## src/hw/rtl/rwset_pkg.sv

```systemverilog
// ============================================================================
// rwset_pkg
// Shared codes, widths and controller/datapath link types of the
// transaction read/write set tracker.
// ============================================================================
`default_nettype none

package rwset_pkg;

    // Fixed field widths
    localparam int CMD_W   = 3;
    localparam int KEY_W   = 64;
    localparam int TYPE_W  = 3;
    localparam int COUNT_W = 7;

    // Parameter defaults
    localparam int ENTRIES_DEF  = 64;
    localparam int KEY_BITS_DEF = 64;

    // Command codes
    localparam logic [CMD_W-1:0] CMD_LOOKUP    = 3'd0;
    localparam logic [CMD_W-1:0] CMD_READ      = 3'd1;
    localparam logic [CMD_W-1:0] CMD_READ_EXCL = 3'd2;
    localparam logic [CMD_W-1:0] CMD_UPDATE    = 3'd3;
    localparam logic [CMD_W-1:0] CMD_INSERT    = 3'd4;
    localparam logic [CMD_W-1:0] CMD_DELETE    = 3'd5;
    localparam logic [CMD_W-1:0] CMD_CLEAR     = 3'd6;

    // Access type codes
    localparam logic [TYPE_W-1:0] T_NONE      = 3'd0;
    localparam logic [TYPE_W-1:0] T_READ      = 3'd1;
    localparam logic [TYPE_W-1:0] T_READ_EXCL = 3'd2;
    localparam logic [TYPE_W-1:0] T_UPDATE    = 3'd3;
    localparam logic [TYPE_W-1:0] T_DELETE    = 3'd4;
    localparam logic [TYPE_W-1:0] T_INSERT    = 3'd5;
    localparam logic [TYPE_W-1:0] T_INS_DEL   = 3'd6;

    // Controller to datapath
    typedef struct packed {
        logic start;   // capture the beat, restart the scan
        logic scan;    // advance the scan by one entry
        logic commit;  // apply the step and load the result
    } t_dp_cmd;

    // Datapath to controller
    typedef struct packed {
        logic scan_done;
        logic is_clear;
    } t_dp_sts;

endpackage

`default_nettype wire

```

## src/hw/rtl/rwset_dp.sv

```systemverilog
// ============================================================================
// rwset_dp
// Datapath: key and type memories, one-entry-per-cycle scan, transition
// decode, tallies and result registers.
// ============================================================================
`default_nettype none

module rwset_dp #(
    parameter int ENTRIES  = rwset_pkg::ENTRIES_DEF,
    parameter int KEY_BITS = rwset_pkg::KEY_BITS_DEF
) (
    input  wire                            i_clk,
    input  wire                            i_rst_n,
    input  wire rwset_pkg::t_dp_cmd        i_cmd,
    output rwset_pkg::t_dp_sts             o_sts,
    input  wire [rwset_pkg::CMD_W-1:0]     i_command,
    input  wire [rwset_pkg::KEY_W-1:0]     i_tuple_key,
    output logic [rwset_pkg::TYPE_W-1:0]   o_prior_type,
    output logic [rwset_pkg::TYPE_W-1:0]   o_new_type,
    output logic                           o_own_insert_deleted,
    output logic                           o_illegal_transition,
    output logic                           o_table_full,
    output logic                           o_written_flag,
    output logic [rwset_pkg::COUNT_W-1:0]  o_inserts_live,
    output logic [rwset_pkg::COUNT_W-1:0]  o_entries_used
);
    import rwset_pkg::*;

    localparam int IDX_W  = $clog2(ENTRIES);
    localparam int PTR_W  = $clog2(ENTRIES + 1);
    localparam int WIDE_W = (PTR_W > COUNT_W) ? PTR_W : COUNT_W;

    logic [KEY_BITS-1:0] key_mem  [ENTRIES];
    logic [TYPE_W-1:0]   type_mem [ENTRIES];

    logic [KEY_BITS-1:0] r_key;
    logic [CMD_W-1:0]    r_cmd;
    logic [PTR_W-1:0]    r_ptr;
    logic                r_rd_vld;
    logic [IDX_W-1:0]    r_rd_idx;
    logic [KEY_BITS-1:0] r_rd_key;
    logic [TYPE_W-1:0]   r_rd_type;
    logic                r_hit;
    logic [IDX_W-1:0]    r_hit_slot;
    logic [TYPE_W-1:0]   r_hit_type;
    logic [PTR_W-1:0]    r_used;
    logic [PTR_W-1:0]    r_ins;
    logic                r_written;
    logic [TYPE_W-1:0]   r_prior;
    logic [TYPE_W-1:0]   r_next;
    logic                r_own;
    logic                r_ill;
    logic                r_full;

    logic                rd_en;
    logic                recording;
    logic [TYPE_W-1:0]   prior_type;
    logic [TYPE_W-1:0]   nxt_type;
    logic [TYPE_W-1:0]   cmd_type;
    logic                own_del;
    logic                illegal;
    logic                full;
    logic                do_ins;
    logic                set_written;
    logic                ins_dec;
    logic                type_we;
    logic [IDX_W-1:0]    type_waddr;
    logic [WIDE_W-1:0]   used_wide;
    logic [WIDE_W-1:0]   ins_wide;

    assign rd_en = i_cmd.scan && (r_ptr < r_used);

    assign o_sts.scan_done = r_hit || ((r_ptr >= r_used) && !r_rd_vld);
    assign o_sts.is_clear  = (r_cmd == CMD_CLEAR);

    // Scan pipeline: address, registered read, compare
    always_ff @(posedge i_clk) begin
        if (!i_rst_n) begin
            r_ptr    <= '0;
            r_rd_vld <= 1'b0;
            r_hit    <= 1'b0;
        end else if (i_cmd.start) begin
            r_ptr    <= '0;
            r_rd_vld <= 1'b0;
            r_hit    <= 1'b0;
        end else if (i_cmd.scan) begin
            r_rd_vld <= rd_en;
            if (rd_en) begin
                r_ptr <= r_ptr + PTR_W'(1);
            end
            if (r_rd_vld && !r_hit && (r_rd_key == r_key)) begin
                r_hit <= 1'b1;
            end
        end
    end

    always_ff @(posedge i_clk) begin
        if (i_cmd.start) begin
            r_key <= i_tuple_key[KEY_BITS-1:0];
            r_cmd <= i_command;
        end
        if (rd_en) begin
            r_rd_key  <= key_mem[r_ptr[IDX_W-1:0]];
            r_rd_type <= type_mem[r_ptr[IDX_W-1:0]];
            r_rd_idx  <= r_ptr[IDX_W-1:0];
        end
        if (i_cmd.scan && r_rd_vld && !r_hit && (r_rd_key == r_key)) begin
            r_hit_slot <= r_rd_idx;
            r_hit_type <= r_rd_type;
        end
    end

    // Transition decode
    always_comb begin
        recording   = (r_cmd >= CMD_READ) && (r_cmd <= CMD_DELETE);
        prior_type  = (r_hit && r_cmd != CMD_CLEAR) ? r_hit_type : T_NONE;
        nxt_type    = prior_type;
        own_del     = 1'b0;
        illegal     = 1'b0;
        full        = 1'b0;
        do_ins      = 1'b0;
        set_written = 1'b0;
        ins_dec     = 1'b0;
        case (r_cmd)
            CMD_READ:      cmd_type = T_READ;
            CMD_READ_EXCL: cmd_type = T_READ_EXCL;
            CMD_UPDATE:    cmd_type = T_UPDATE;
            CMD_INSERT:    cmd_type = T_INSERT;
            default:       cmd_type = T_DELETE;
        endcase
        if (recording) begin
            if (!r_hit) begin
                if (r_used == PTR_W'(ENTRIES)) begin
                    full = 1'b1;
                end else begin
                    do_ins   = 1'b1;
                    nxt_type = cmd_type;
                end
            end else if (r_cmd == CMD_INSERT) begin
                illegal = 1'b1;
            end else if (prior_type == T_DELETE || prior_type == T_INS_DEL) begin
                illegal = 1'b1;
            end else begin
                case (r_cmd)
                    CMD_READ_EXCL: begin
                        if (prior_type == T_READ) nxt_type = T_READ_EXCL;
                    end
                    CMD_UPDATE: begin
                        if (prior_type == T_READ || prior_type == T_READ_EXCL) begin
                            nxt_type    = T_UPDATE;
                            set_written = 1'b1;
                        end
                    end
                    CMD_DELETE: begin
                        if (prior_type == T_READ || prior_type == T_READ_EXCL) begin
                            nxt_type    = T_DELETE;
                            set_written = 1'b1;
                        end else if (prior_type == T_UPDATE) begin
                            nxt_type = T_DELETE;
                        end else if (prior_type == T_INSERT) begin
                            nxt_type = T_INS_DEL;
                            own_del  = 1'b1;
                            ins_dec  = 1'b1;
                        end
                    end
                    default: begin
                    end
                endcase
            end
        end
        type_we    = i_cmd.commit && (do_ins || (recording && r_hit && !illegal));
        type_waddr = do_ins ? r_used[IDX_W-1:0] : r_hit_slot;
    end

    // Memory write-back
    always_ff @(posedge i_clk) begin
        if (i_cmd.commit && do_ins) begin
            key_mem[r_used[IDX_W-1:0]] <= r_key;
        end
        if (type_we) begin
            type_mem[type_waddr] <= nxt_type;
        end
    end

    // Tallies and sticky flag
    always_ff @(posedge i_clk) begin
        if (!i_rst_n) begin
            r_used    <= '0;
            r_ins     <= '0;
            r_written <= 1'b0;
        end else if (i_cmd.commit) begin
            if (r_cmd == CMD_CLEAR) begin
                r_used    <= '0;
                r_ins     <= '0;
                r_written <= 1'b0;
            end else begin
                if (do_ins) begin
                    r_used <= r_used + PTR_W'(1);
                end
                if (do_ins && r_cmd == CMD_INSERT) begin
                    r_ins <= r_ins + PTR_W'(1);
                end else if (ins_dec && r_ins != '0) begin
                    r_ins <= r_ins - PTR_W'(1);
                end
                if (set_written) begin
                    r_written <= 1'b1;
                end
            end
        end
    end

    // Result registers
    always_ff @(posedge i_clk) begin
        if (i_cmd.commit) begin
            r_prior <= prior_type;
            r_next  <= nxt_type;
            r_own   <= own_del;
            r_ill   <= illegal;
            r_full  <= full;
        end
    end

    assign used_wide = WIDE_W'(r_used);
    assign ins_wide  = WIDE_W'(r_ins);

    assign o_prior_type         = r_prior;
    assign o_new_type           = r_next;
    assign o_own_insert_deleted = r_own;
    assign o_illegal_transition = r_ill;
    assign o_table_full         = r_full;
    assign o_written_flag       = r_written;
    assign o_inserts_live       = ins_wide[COUNT_W-1:0];
    assign o_entries_used       = used_wide[COUNT_W-1:0];

endmodule

`default_nettype wire

```

## src/hw/rtl/rwset_ctrl.sv

```systemverilog
// ============================================================================
// rwset_ctrl
// Controller: accepts a beat, runs the scan, commits the step when the
// result register is free, and holds the output valid.
// ============================================================================
`default_nettype none

module rwset_ctrl (
    input  wire                      i_clk,
    input  wire                      i_rst_n,
    input  wire                      i_valid,
    output logic                     o_stall,
    output logic                     o_valid,
    input  wire                      i_stall,
    output rwset_pkg::t_dp_cmd       o_cmd,
    input  wire rwset_pkg::t_dp_sts  i_sts
);
    import rwset_pkg::*;

    localparam logic [1:0] S_IDLE   = 2'd0;
    localparam logic [1:0] S_SCAN   = 2'd1;
    localparam logic [1:0] S_COMMIT = 2'd2;

    logic [1:0] r_state;
    logic [1:0] n_state;
    logic       r_o_valid;
    logic       n_o_valid;

    always_comb begin
        n_state      = r_state;
        o_cmd.start  = 1'b0;
        o_cmd.scan   = 1'b0;
        o_cmd.commit = 1'b0;
        unique case (r_state)
            S_IDLE: begin
                if (i_valid) begin
                    o_cmd.start = 1'b1;
                    n_state     = S_SCAN;
                end
            end
            S_SCAN: begin
                o_cmd.scan = 1'b1;
                if (i_sts.is_clear || i_sts.scan_done) begin
                    n_state = S_COMMIT;
                end
            end
            S_COMMIT: begin
                if (!r_o_valid || !i_stall) begin
                    o_cmd.commit = 1'b1;
                    n_state      = S_IDLE;
                end
            end
            default: begin
                n_state = S_IDLE;
            end
        endcase
        n_o_valid = o_cmd.commit || (r_o_valid && i_stall);
    end

    always_ff @(posedge i_clk) begin
        if (!i_rst_n) begin
            r_state   <= S_IDLE;
            r_o_valid <= 1'b0;
        end else begin
            r_state   <= n_state;
            r_o_valid <= n_o_valid;
        end
    end

    assign o_stall = (r_state != S_IDLE);
    assign o_valid = r_o_valid;

endmodule

`default_nettype wire

```

## src/hw/rtl/txn_read_write_set_tracker.sv

```systemverilog
// ============================================================================
// txn_read_write_set_tracker
// Associative read/write set of one transaction: tuple keys tagged with an
// access type, moved along the access-type transition graph per command.
// ============================================================================
// Usage:
//   Input channel: i_valid / o_stall carry one command beat (i_command,
//   i_tuple_key). A beat is taken when i_valid is high and o_stall is low.
//   Output channel: o_valid / i_stall carry one result beat per command.
//   Entries are filled in order and never freed one by one, so the first
//   o_entries_used slots are the live ones; a new key goes to the slot
//   numbered o_entries_used.
//   One command at a time. The scan reads the key memory one entry per
//   cycle and compares each entry once its read is registered. A clear
//   commits without waiting for the scan to finish. o_stall drops the
//   cycle after the commit, so a new beat is taken only after the
//   previous command has committed.
//   The result sits in an output register; the next beat is accepted and
//   scanned while a result still waits. If the receiver stalls, the
//   finished step waits in the commit state and the table is not touched
//   until the held result is taken.
//   Reset (synchronous, active low) empties the table, zeroes the written
//   flag and both counts; no clearing pass is needed.
// ============================================================================
`default_nettype none

module txn_read_write_set_tracker #(
    parameter int ENTRIES  = rwset_pkg::ENTRIES_DEF,
    parameter int KEY_BITS = rwset_pkg::KEY_BITS_DEF
) (
    input  wire                            i_clk,
    input  wire                            i_rst_n,
    input  wire                            i_valid,
    output logic                           o_stall,
    input  wire [rwset_pkg::CMD_W-1:0]     i_command,
    input  wire [rwset_pkg::KEY_W-1:0]     i_tuple_key,
    output logic                           o_valid,
    input  wire                            i_stall,
    output logic [rwset_pkg::TYPE_W-1:0]   o_prior_type,
    output logic [rwset_pkg::TYPE_W-1:0]   o_new_type,
    output logic                           o_own_insert_deleted,
    output logic                           o_illegal_transition,
    output logic                           o_table_full,
    output logic                           o_written_flag,
    output logic [rwset_pkg::COUNT_W-1:0]  o_inserts_live,
    output logic [rwset_pkg::COUNT_W-1:0]  o_entries_used
);
    import rwset_pkg::*;

    t_dp_cmd dp_cmd;
    t_dp_sts dp_sts;

    // Sequencing: accept, scan, commit
    rwset_ctrl u_ctrl (
        .i_clk   (i_clk),
        .i_rst_n (i_rst_n),
        .i_valid (i_valid),
        .o_stall (o_stall),
        .o_valid (o_valid),
        .i_stall (i_stall),
        .o_cmd   (dp_cmd),
        .i_sts   (dp_sts)
    );

    // Table, scan compare, transition decode and result registers
    rwset_dp #(
        .ENTRIES  (ENTRIES),
        .KEY_BITS (KEY_BITS)
    ) u_dp (
        .i_clk                (i_clk),
        .i_rst_n              (i_rst_n),
        .i_cmd                (dp_cmd),
        .o_sts                (dp_sts),
        .i_command            (i_command),
        .i_tuple_key          (i_tuple_key),
        .o_prior_type         (o_prior_type),
        .o_new_type           (o_new_type),
        .o_own_insert_deleted (o_own_insert_deleted),
        .o_illegal_transition (o_illegal_transition),
        .o_table_full         (o_table_full),
        .o_written_flag       (o_written_flag),
        .o_inserts_live       (o_inserts_live),
        .o_entries_used       (o_entries_used)
    );

    // The input side is busy in the cycle after an accepted beat
    a_busy_after_accept: assert property (@(posedge i_clk) disable iff (!i_rst_n)
        (i_valid && !o_stall) |=> o_stall)
        else $error("input accepted twice in a row");

    // Never overwrite a result the receiver has not taken
    a_commit_free: assert property (@(posedge i_clk) disable iff (!i_rst_n)
        dp_cmd.commit |-> (!o_valid || !i_stall))
        else $error("commit over a held result");

    // An illegal step leaves the type unchanged
    a_illegal_keeps: assert property (@(posedge i_clk) disable iff (!i_rst_n)
        (o_valid && o_illegal_transition) |-> (o_new_type == o_prior_type))
        else $error("illegal transition changed the type");

    // A full-table miss stores nothing
    a_full_none: assert property (@(posedge i_clk) disable iff (!i_rst_n)
        (o_valid && o_table_full) |-> (o_new_type == T_NONE && o_prior_type == T_NONE))
        else $error("table full with a stored type");

endmodule

`default_nettype wire
```

## config.mk

```make
export PLATFORM = sky130hd
export DESIGN_NAME = txn_read_write_set_tracker
export DESIGN_NICKNAME = d
export VERILOG_FILES = /design/src/hw/rtl/rwset_pkg.sv /design/src/hw/rtl/rwset_dp.sv /design/src/hw/rtl/rwset_ctrl.sv /design/src/hw/rtl/txn_read_write_set_tracker.sv
export SDC_FILE = /design/constraint.sdc
export NUM_CORES = 2
export LEC_CHECK = 0
export BUFFER_PORTS_ARGS = -buffer_cell sky130_fd_sc_hd__buf_2
export CELL_PAD_IN_SITES_DETAIL_PLACEMENT = 1
export CELL_PAD_IN_SITES_GLOBAL_PLACEMENT = 1
export CORE_UTILIZATION = 45
export CTS_CLUSTER_DIAMETER = 30
export DETAILED_ROUTE_END_ITERATION = 6
export HOLD_SLACK_MARGIN = 0.15
export PLACE_DENSITY_LB_ADDON = 0.1
export SKIP_LAST_GASP = 1
export SYNTH_ARGS = -nofsm -noshare
export SYNTH_HDL_FRONTEND = slang
export SYNTH_MEMORY_MAX_BITS = 65536
export SYNTH_SLANG_ARGS = --single-unit
```

## constraint.sdc

```tcl
create_clock -name i_clk -period 7.05 [get_ports i_clk]
set_input_delay 1.7625 -clock i_clk [delete_from_list [all_inputs] [get_ports i_clk]]
set_output_delay 1.7625 -clock i_clk [all_outputs]
set_load 0.1 [all_outputs]
```

[Yosys cells after proc, flatten, opt, wreduce, memory -nomap -nowiden]
Memories as Yosys holds them, arrays and structs flattened. A register that Yosys moved wholly into a read port is not among the register bits.
Cells that the tools add are included.
Storage, ports and cells
  memory bits (writable): 4288
  word-level logic and storage cells: 149
  input port bits: 71
  output and inout bits: 26
  bits in registers: 118
  memories: 2
Operators by class
  mux-type cells: 56
  bitwise logic cells: 2
  add/subtract/negate cells: 4
  eq/ne operators: 20
  magnitude comparators: 4
  reduce and logical (&&, ||, !) cells: 43
Memories
  u_dp.key_mem: words 64, width 64, read ports 1, clocked after memory_dff 1, wr ports 1, line rwset_dp.sv:33  | logic [KEY_BITS-1:0] key_mem [ENTRIES];
  u_dp.type_mem: words 64, width 3, read ports 1, clocked after memory_dff 1, wr ports 1, line rwset_dp.sv:34  | logic [TYPE_W-1:0] type_mem [ENTRIES];
Operators with widths (number)
  $eq 64x64->1: 1
  $mux 7: 5
  $mux 1: 33
  $mux 3: 11
  $add 7x1->7 const B: 3
  $eq 3x3->1 const B: 6
  $logic_and 1x1->1: 16
  $eq 3x2->1 const B: 4
  $pmux 3 s4: 1
  $reduce_and 2->1: 5
  $pmux 3 s3: 1
  $eq 7x7->1 const B: 1
  $ge 7x7->1: 1
  $logic_or 1x1->1: 7
  $lt 7x7->1: 1
  $reduce_bool 7->1: 1
  $sub 7x1->7 const B: 1
  $eq 3x1->1 const B: 2
  $mux 2: 3
  $mux 6: 1
  $pmux 2 s3: 1
  $reduce_bool 2->1: 3
  $reduce_or 2->1: 3
  $logic_not 1->1: 5
  11 further kinds: 13

[Depth between registers and ports, before layout]
  word-level depth: 16
  mapped depth: 13
  depth with buffers taken out: 12

[By module]
A second synthesis with hierarchy kept.
Unflattened totals
  cell total of the unflattened synthesis: 7168
  area, all modules: 170735.0 sq um
Modules (own cells, without submodules)
  rwset_dp: seq. area each 133988.5 sq um, cells an instance 7150, area an instance 170566.1 sq um, instances 1
  rwset_ctrl: seq. area each 60.1 sq um, cells an instance 18, area an instance 168.9 sq um, instances 1

[Worst setup path before layout]
Ideal clock, no wire load.
  kind: reg-to-reg
  start point: register u_dp.r_used[0], in the netlist u_dp.o_entries_used[0]
  end point: memory u_dp.key_mem[24][0] (netlist name) (enable)
  path buffers: 3
  setup slack: 0.984 ns
  stages on the path, launching flop included: 11
  required time: 6.563 ns
  period minus slack after synthesis: 6.066 ns
  setup time: 0.487 ns
  arrival time: 5.579 ns
  cells stage by stage: dfxtp_1 -> clkbuf_1 -> inv_1 -> ha_1 -> nand4_1 -> clkbuf_1 -> nand2_1 -> buf_2 -> nor3_1 -> nand3_1 -> nor2_1
Between the ends
  longest elaborated chain between the ends: 7
RTL lines
  from (decl): line rwset_dp.sv:46  | logic [PTR_W-1:0] r_used;
  from (signal assigned): line rwset_dp.sv:198  | r_used <= r_used + PTR_W'(1);
  $eq 7x7->1: line rwset_dp.sv:133  | if (r_used == PTR_W'(ENTRIES)) begin
  $mux 1: line rwset_dp.sv:133
  $mux 1: line rwset_dp.sv:132  | if (!r_hit) begin
  $mux 1: line rwset_dp.sv:131  | if (recording) begin
  $logic_and 1x1->1: line rwset_dp.sv:177  | if (i_cmd.commit && do_ins) begin
  $mux 1: line rwset_dp.sv:177
  $mux 1 (not written as such): line rwset_dp.sv:178  | key_mem[r_used[IDX_W-1:0]] <= r_key;
  to (decl): line rwset_dp.sv:33
Parallel ways exist; a longest one is shown, timed or not.

[Worst setup path after layout]
  start point: register u_dp.r_used[0], in the netlist u_dp.o_entries_used[0]
  end point: memory u_dp.key_mem[33][22] (netlist name) (enable)
The elaborated chain is that of the path after synthesis.

==> flow_summary.toml <==
[global_routing]
grt_max_degree = 106
overflow = 0
grt_pass1_vias = 90300
grt_pass1_wl_um = 744000
grt_usage = 0.283
antenna_found_initial = 25

[worst_setup_path]
arrival_ns = 6.19
crit_fanout = 18
critPathRequiredTime_ns = 7.74
start_kind = "register"
critical_path_class = "reg2reg"
cp-end-kind = "register"

[timing]
tns_ns = 0
min_period_ns = 5.50
rsz0062_at_grt = "no"
slew_headroom = -0.0383
finalMaxSlewViolations = 8
max_freq_mhz = 182
setup_viol = 0
worst_slack_ns = 1.55
hold_viol = 0
min_period_over_period = 0.781
fin_skew_ns = 0.0723
worstMarginPinSlew_ns = 1.55

[cts]
cts_max_level = 6
clock_sinks = 4473
clk_latency_ns = 1.11
root_buffer = "clkbuf_16"
cts_resized = 0
ctsHoldBuffers = 0
cts_tree = "built"
clkTransAtPathRegs_ns = 0.05
postCtsSetupBuffers = 0
cts_buffers = 909
clockBufferDepth = 4

[route]
first_iter_violations = 10100
drc_errors = 0
ant_nets = 0
wl_um = 540000
viasPerCell = 6.18
vias = 86400
dr.pass1.iters = 5
wire_per_inst_um = 38.7

[power]
cellPowerDensity_nw_per_um2 = 348
finalPower_mw = 73.4
leakagePower_nw = 65.7
ir_drop_mv = 0.257

[yosys]
syn_area_um2 = 171000
avgSynthCellArea_um2 = 23.7
yosys_warnings = 0
syn_nets = 7305
synthTopCellsByArea = "edfxtp_1 78%, mux4_2 16%, mux2i_1 1.2%"
synth-xor-area-share = 0.00333
yosysMostFrequentCell = "edfxtp_1"
synth.area.mux_share = 0.171
syn_inst = 7218
synth-main-ff-cell = "edfxtp_1"
yosys-top-cells-count = "4446 x edfxtp_1, 1202 x mux4_2, 227 x nor2_1"
yosys.area_share.simple = 0.0116
async_flop_share = 0
ys_seq_area_frac = 0.785
synthAdderAreaFrac = 0.00122
synth.top_cell.area_share = 0.782
yosysTopAreaCell = "edfxtp_1"
yosysUniqueCellTypes = 70
synth_edf_count = 4446
synth_compound_area_frac = 0.0161
synth_top_family_by_area = "multiplexers"
ys_ff_latch = 4473

[outcome]
outcome = "complete, but fails checks"
violations = "max-capacitance violations, max-slew violations"

[layout]
area_growth_pct = 23.4
final_cell_count_no_fill = 14000
layout-drive-gt1-share = 0.357
fillCellCount = 31300
postLayoutCellArea_um2 = 211000
fin_nets = 8280

[placed_design]
gp_congestion = 0.799
portBuffers = 96
place_area_um2 = 180000
dp_worst_setup_slack_ns = 1.08
dp_cells = 12300
dpl.hpwl_um = 305000

[floorplan]
dieWidth_um = 618
ioPinCount = 97
rows = 225
core_area_um2 = 377000
floorplan.initialDensity = 0.453
die-area_um2 = 382000
die_h_um = 618

[min_path]
hold_path.class = "reg2reg"

[run]
cap_violations = 1
flip-flops by register name (all words and copies together) (netlist names), 2 cells and up:
signal / flops
u_dp.o_prior_type: 3
u_dp.r_rd_type: 3
u_ctrl.r_state: 2
u_dp.r_rd_idx: 6
u_dp.o_entries_used: 7
u_dp.r_ptr: 7
u_dp.r_rd_key: 64
u_dp.key_mem: 4096
u_dp.r_cmd: 3
u_dp.type_mem: 192
u_dp.r_hit_slot: 6
u_dp.r_hit_type: 3
u_dp.o_new_type: 3
u_dp.o_inserts_live: 7
u_dp.r_key: 64
stage by stage:
step / utilization / hold WS (ns)
finish: 0.560 / 0.407
global route: 0.560 / 0.416
CTS: 0.560 / 0.410
detailed placement: 0.477 / 0.408
global placement: 0.477 / 0.404
floorplan: - / 0.400
cells in the final DEF, fill, tap and decap left out, drive strengths merged, types with 13 or more instances in the layout:
cell type  synthesis  final
bufinv             0    128
xor2              38     38
ha                15     15
clkinv             0    348
nor2b             13     13
a221oi            21     21
nor3              37     37
a211oi            15     15
nand2             61     61
o21ai             88     88
mux4            1202   1202
nor4              16     16
mux2i            197    197
o22ai             40     40
clkbuf           143   1026
buf              234    441
dfxtp             27     27
edfxtp          4446   4446
nor2             227    227
a21oi             66     66
nand3             25     25
o221ai            21     21
inv               34    103
a221o             23     23
mux2              15     15
a22oi             42     42
a2111oi           32     32
xnor2             27     27
clkinvlp           0    121
nand2b            22     22
nand4             15     15
final cells by class:
type	count	area, µm²	share of cell area
flip-flops and latches	4473	134000	0.636
diodes	11	27.5	0.000131
multi-input cells	2334	35300	0.168
well taps	4994	6250	0.0296
inverters	34	135	0.000641
repair buffers	441	3960	0.0188
clock inverters	666	7500	0.0356
clock buffers	1026	23500	0.112
cells by family after synthesis:
logic type               Yosys count
AND/OR/NAND/NOR                  439
flip-flops                      4473
multiplexers                    1414
adder cells (fa/ha/maj)           16
XOR/XNOR                          65
AO/OA/AOI/OAI                    400
buffers and inverters            411
worst max-delay path, cell delays in order, from the launching register on:
cell	delay, ns
dfxtp_1	0.59
inv_1	0.18
ha_1	0.24
nand4_1	0.37
nand2_1	0.37
nor3_1	1.07
nand2_1	0.80
nor2_4	0.91
buf_4	0.55
layer usage:
metal	wire length [µm]	GRT usage	vias to the layer above
met3	37800	0.0462	819
met4	16900	0.0884	10
met1	219000	0.390	48000
met2	266000	0.465	4073
li1	-	-	33500
met5	55	0	-
path summary, 6_finish.rpt:
path | startpoint | endpoint | slack, ns | depth (start not counted)
min reg2reg | u_dp.r_rd_idx[1] | u_dp.r_hit_slot[1] | 0.41 | 0
max reg2reg | u_dp.o_entries_used[0] | u_dp.key_mem[33][22] | 1.55 | 8
min | u_dp.r_rd_idx[1] | u_dp.r_hit_slot[1] | 0.41 | 0
max | u_dp.o_entries_used[0] | u_dp.key_mem[33][22] | 1.55 | 8
power by group:
group / switching [mW] / internal (mW) / leakage [nW] / total (mW)
logic: 0.799 / 0.154 / 10.6 / 0.953
clock network: 14.4 / 28.5 / 14.8 / 43.0
registers: 0.0632 / 29.4 / 40.2 / 29.5
Note: power is estimated with default switching activity, not from simulation.
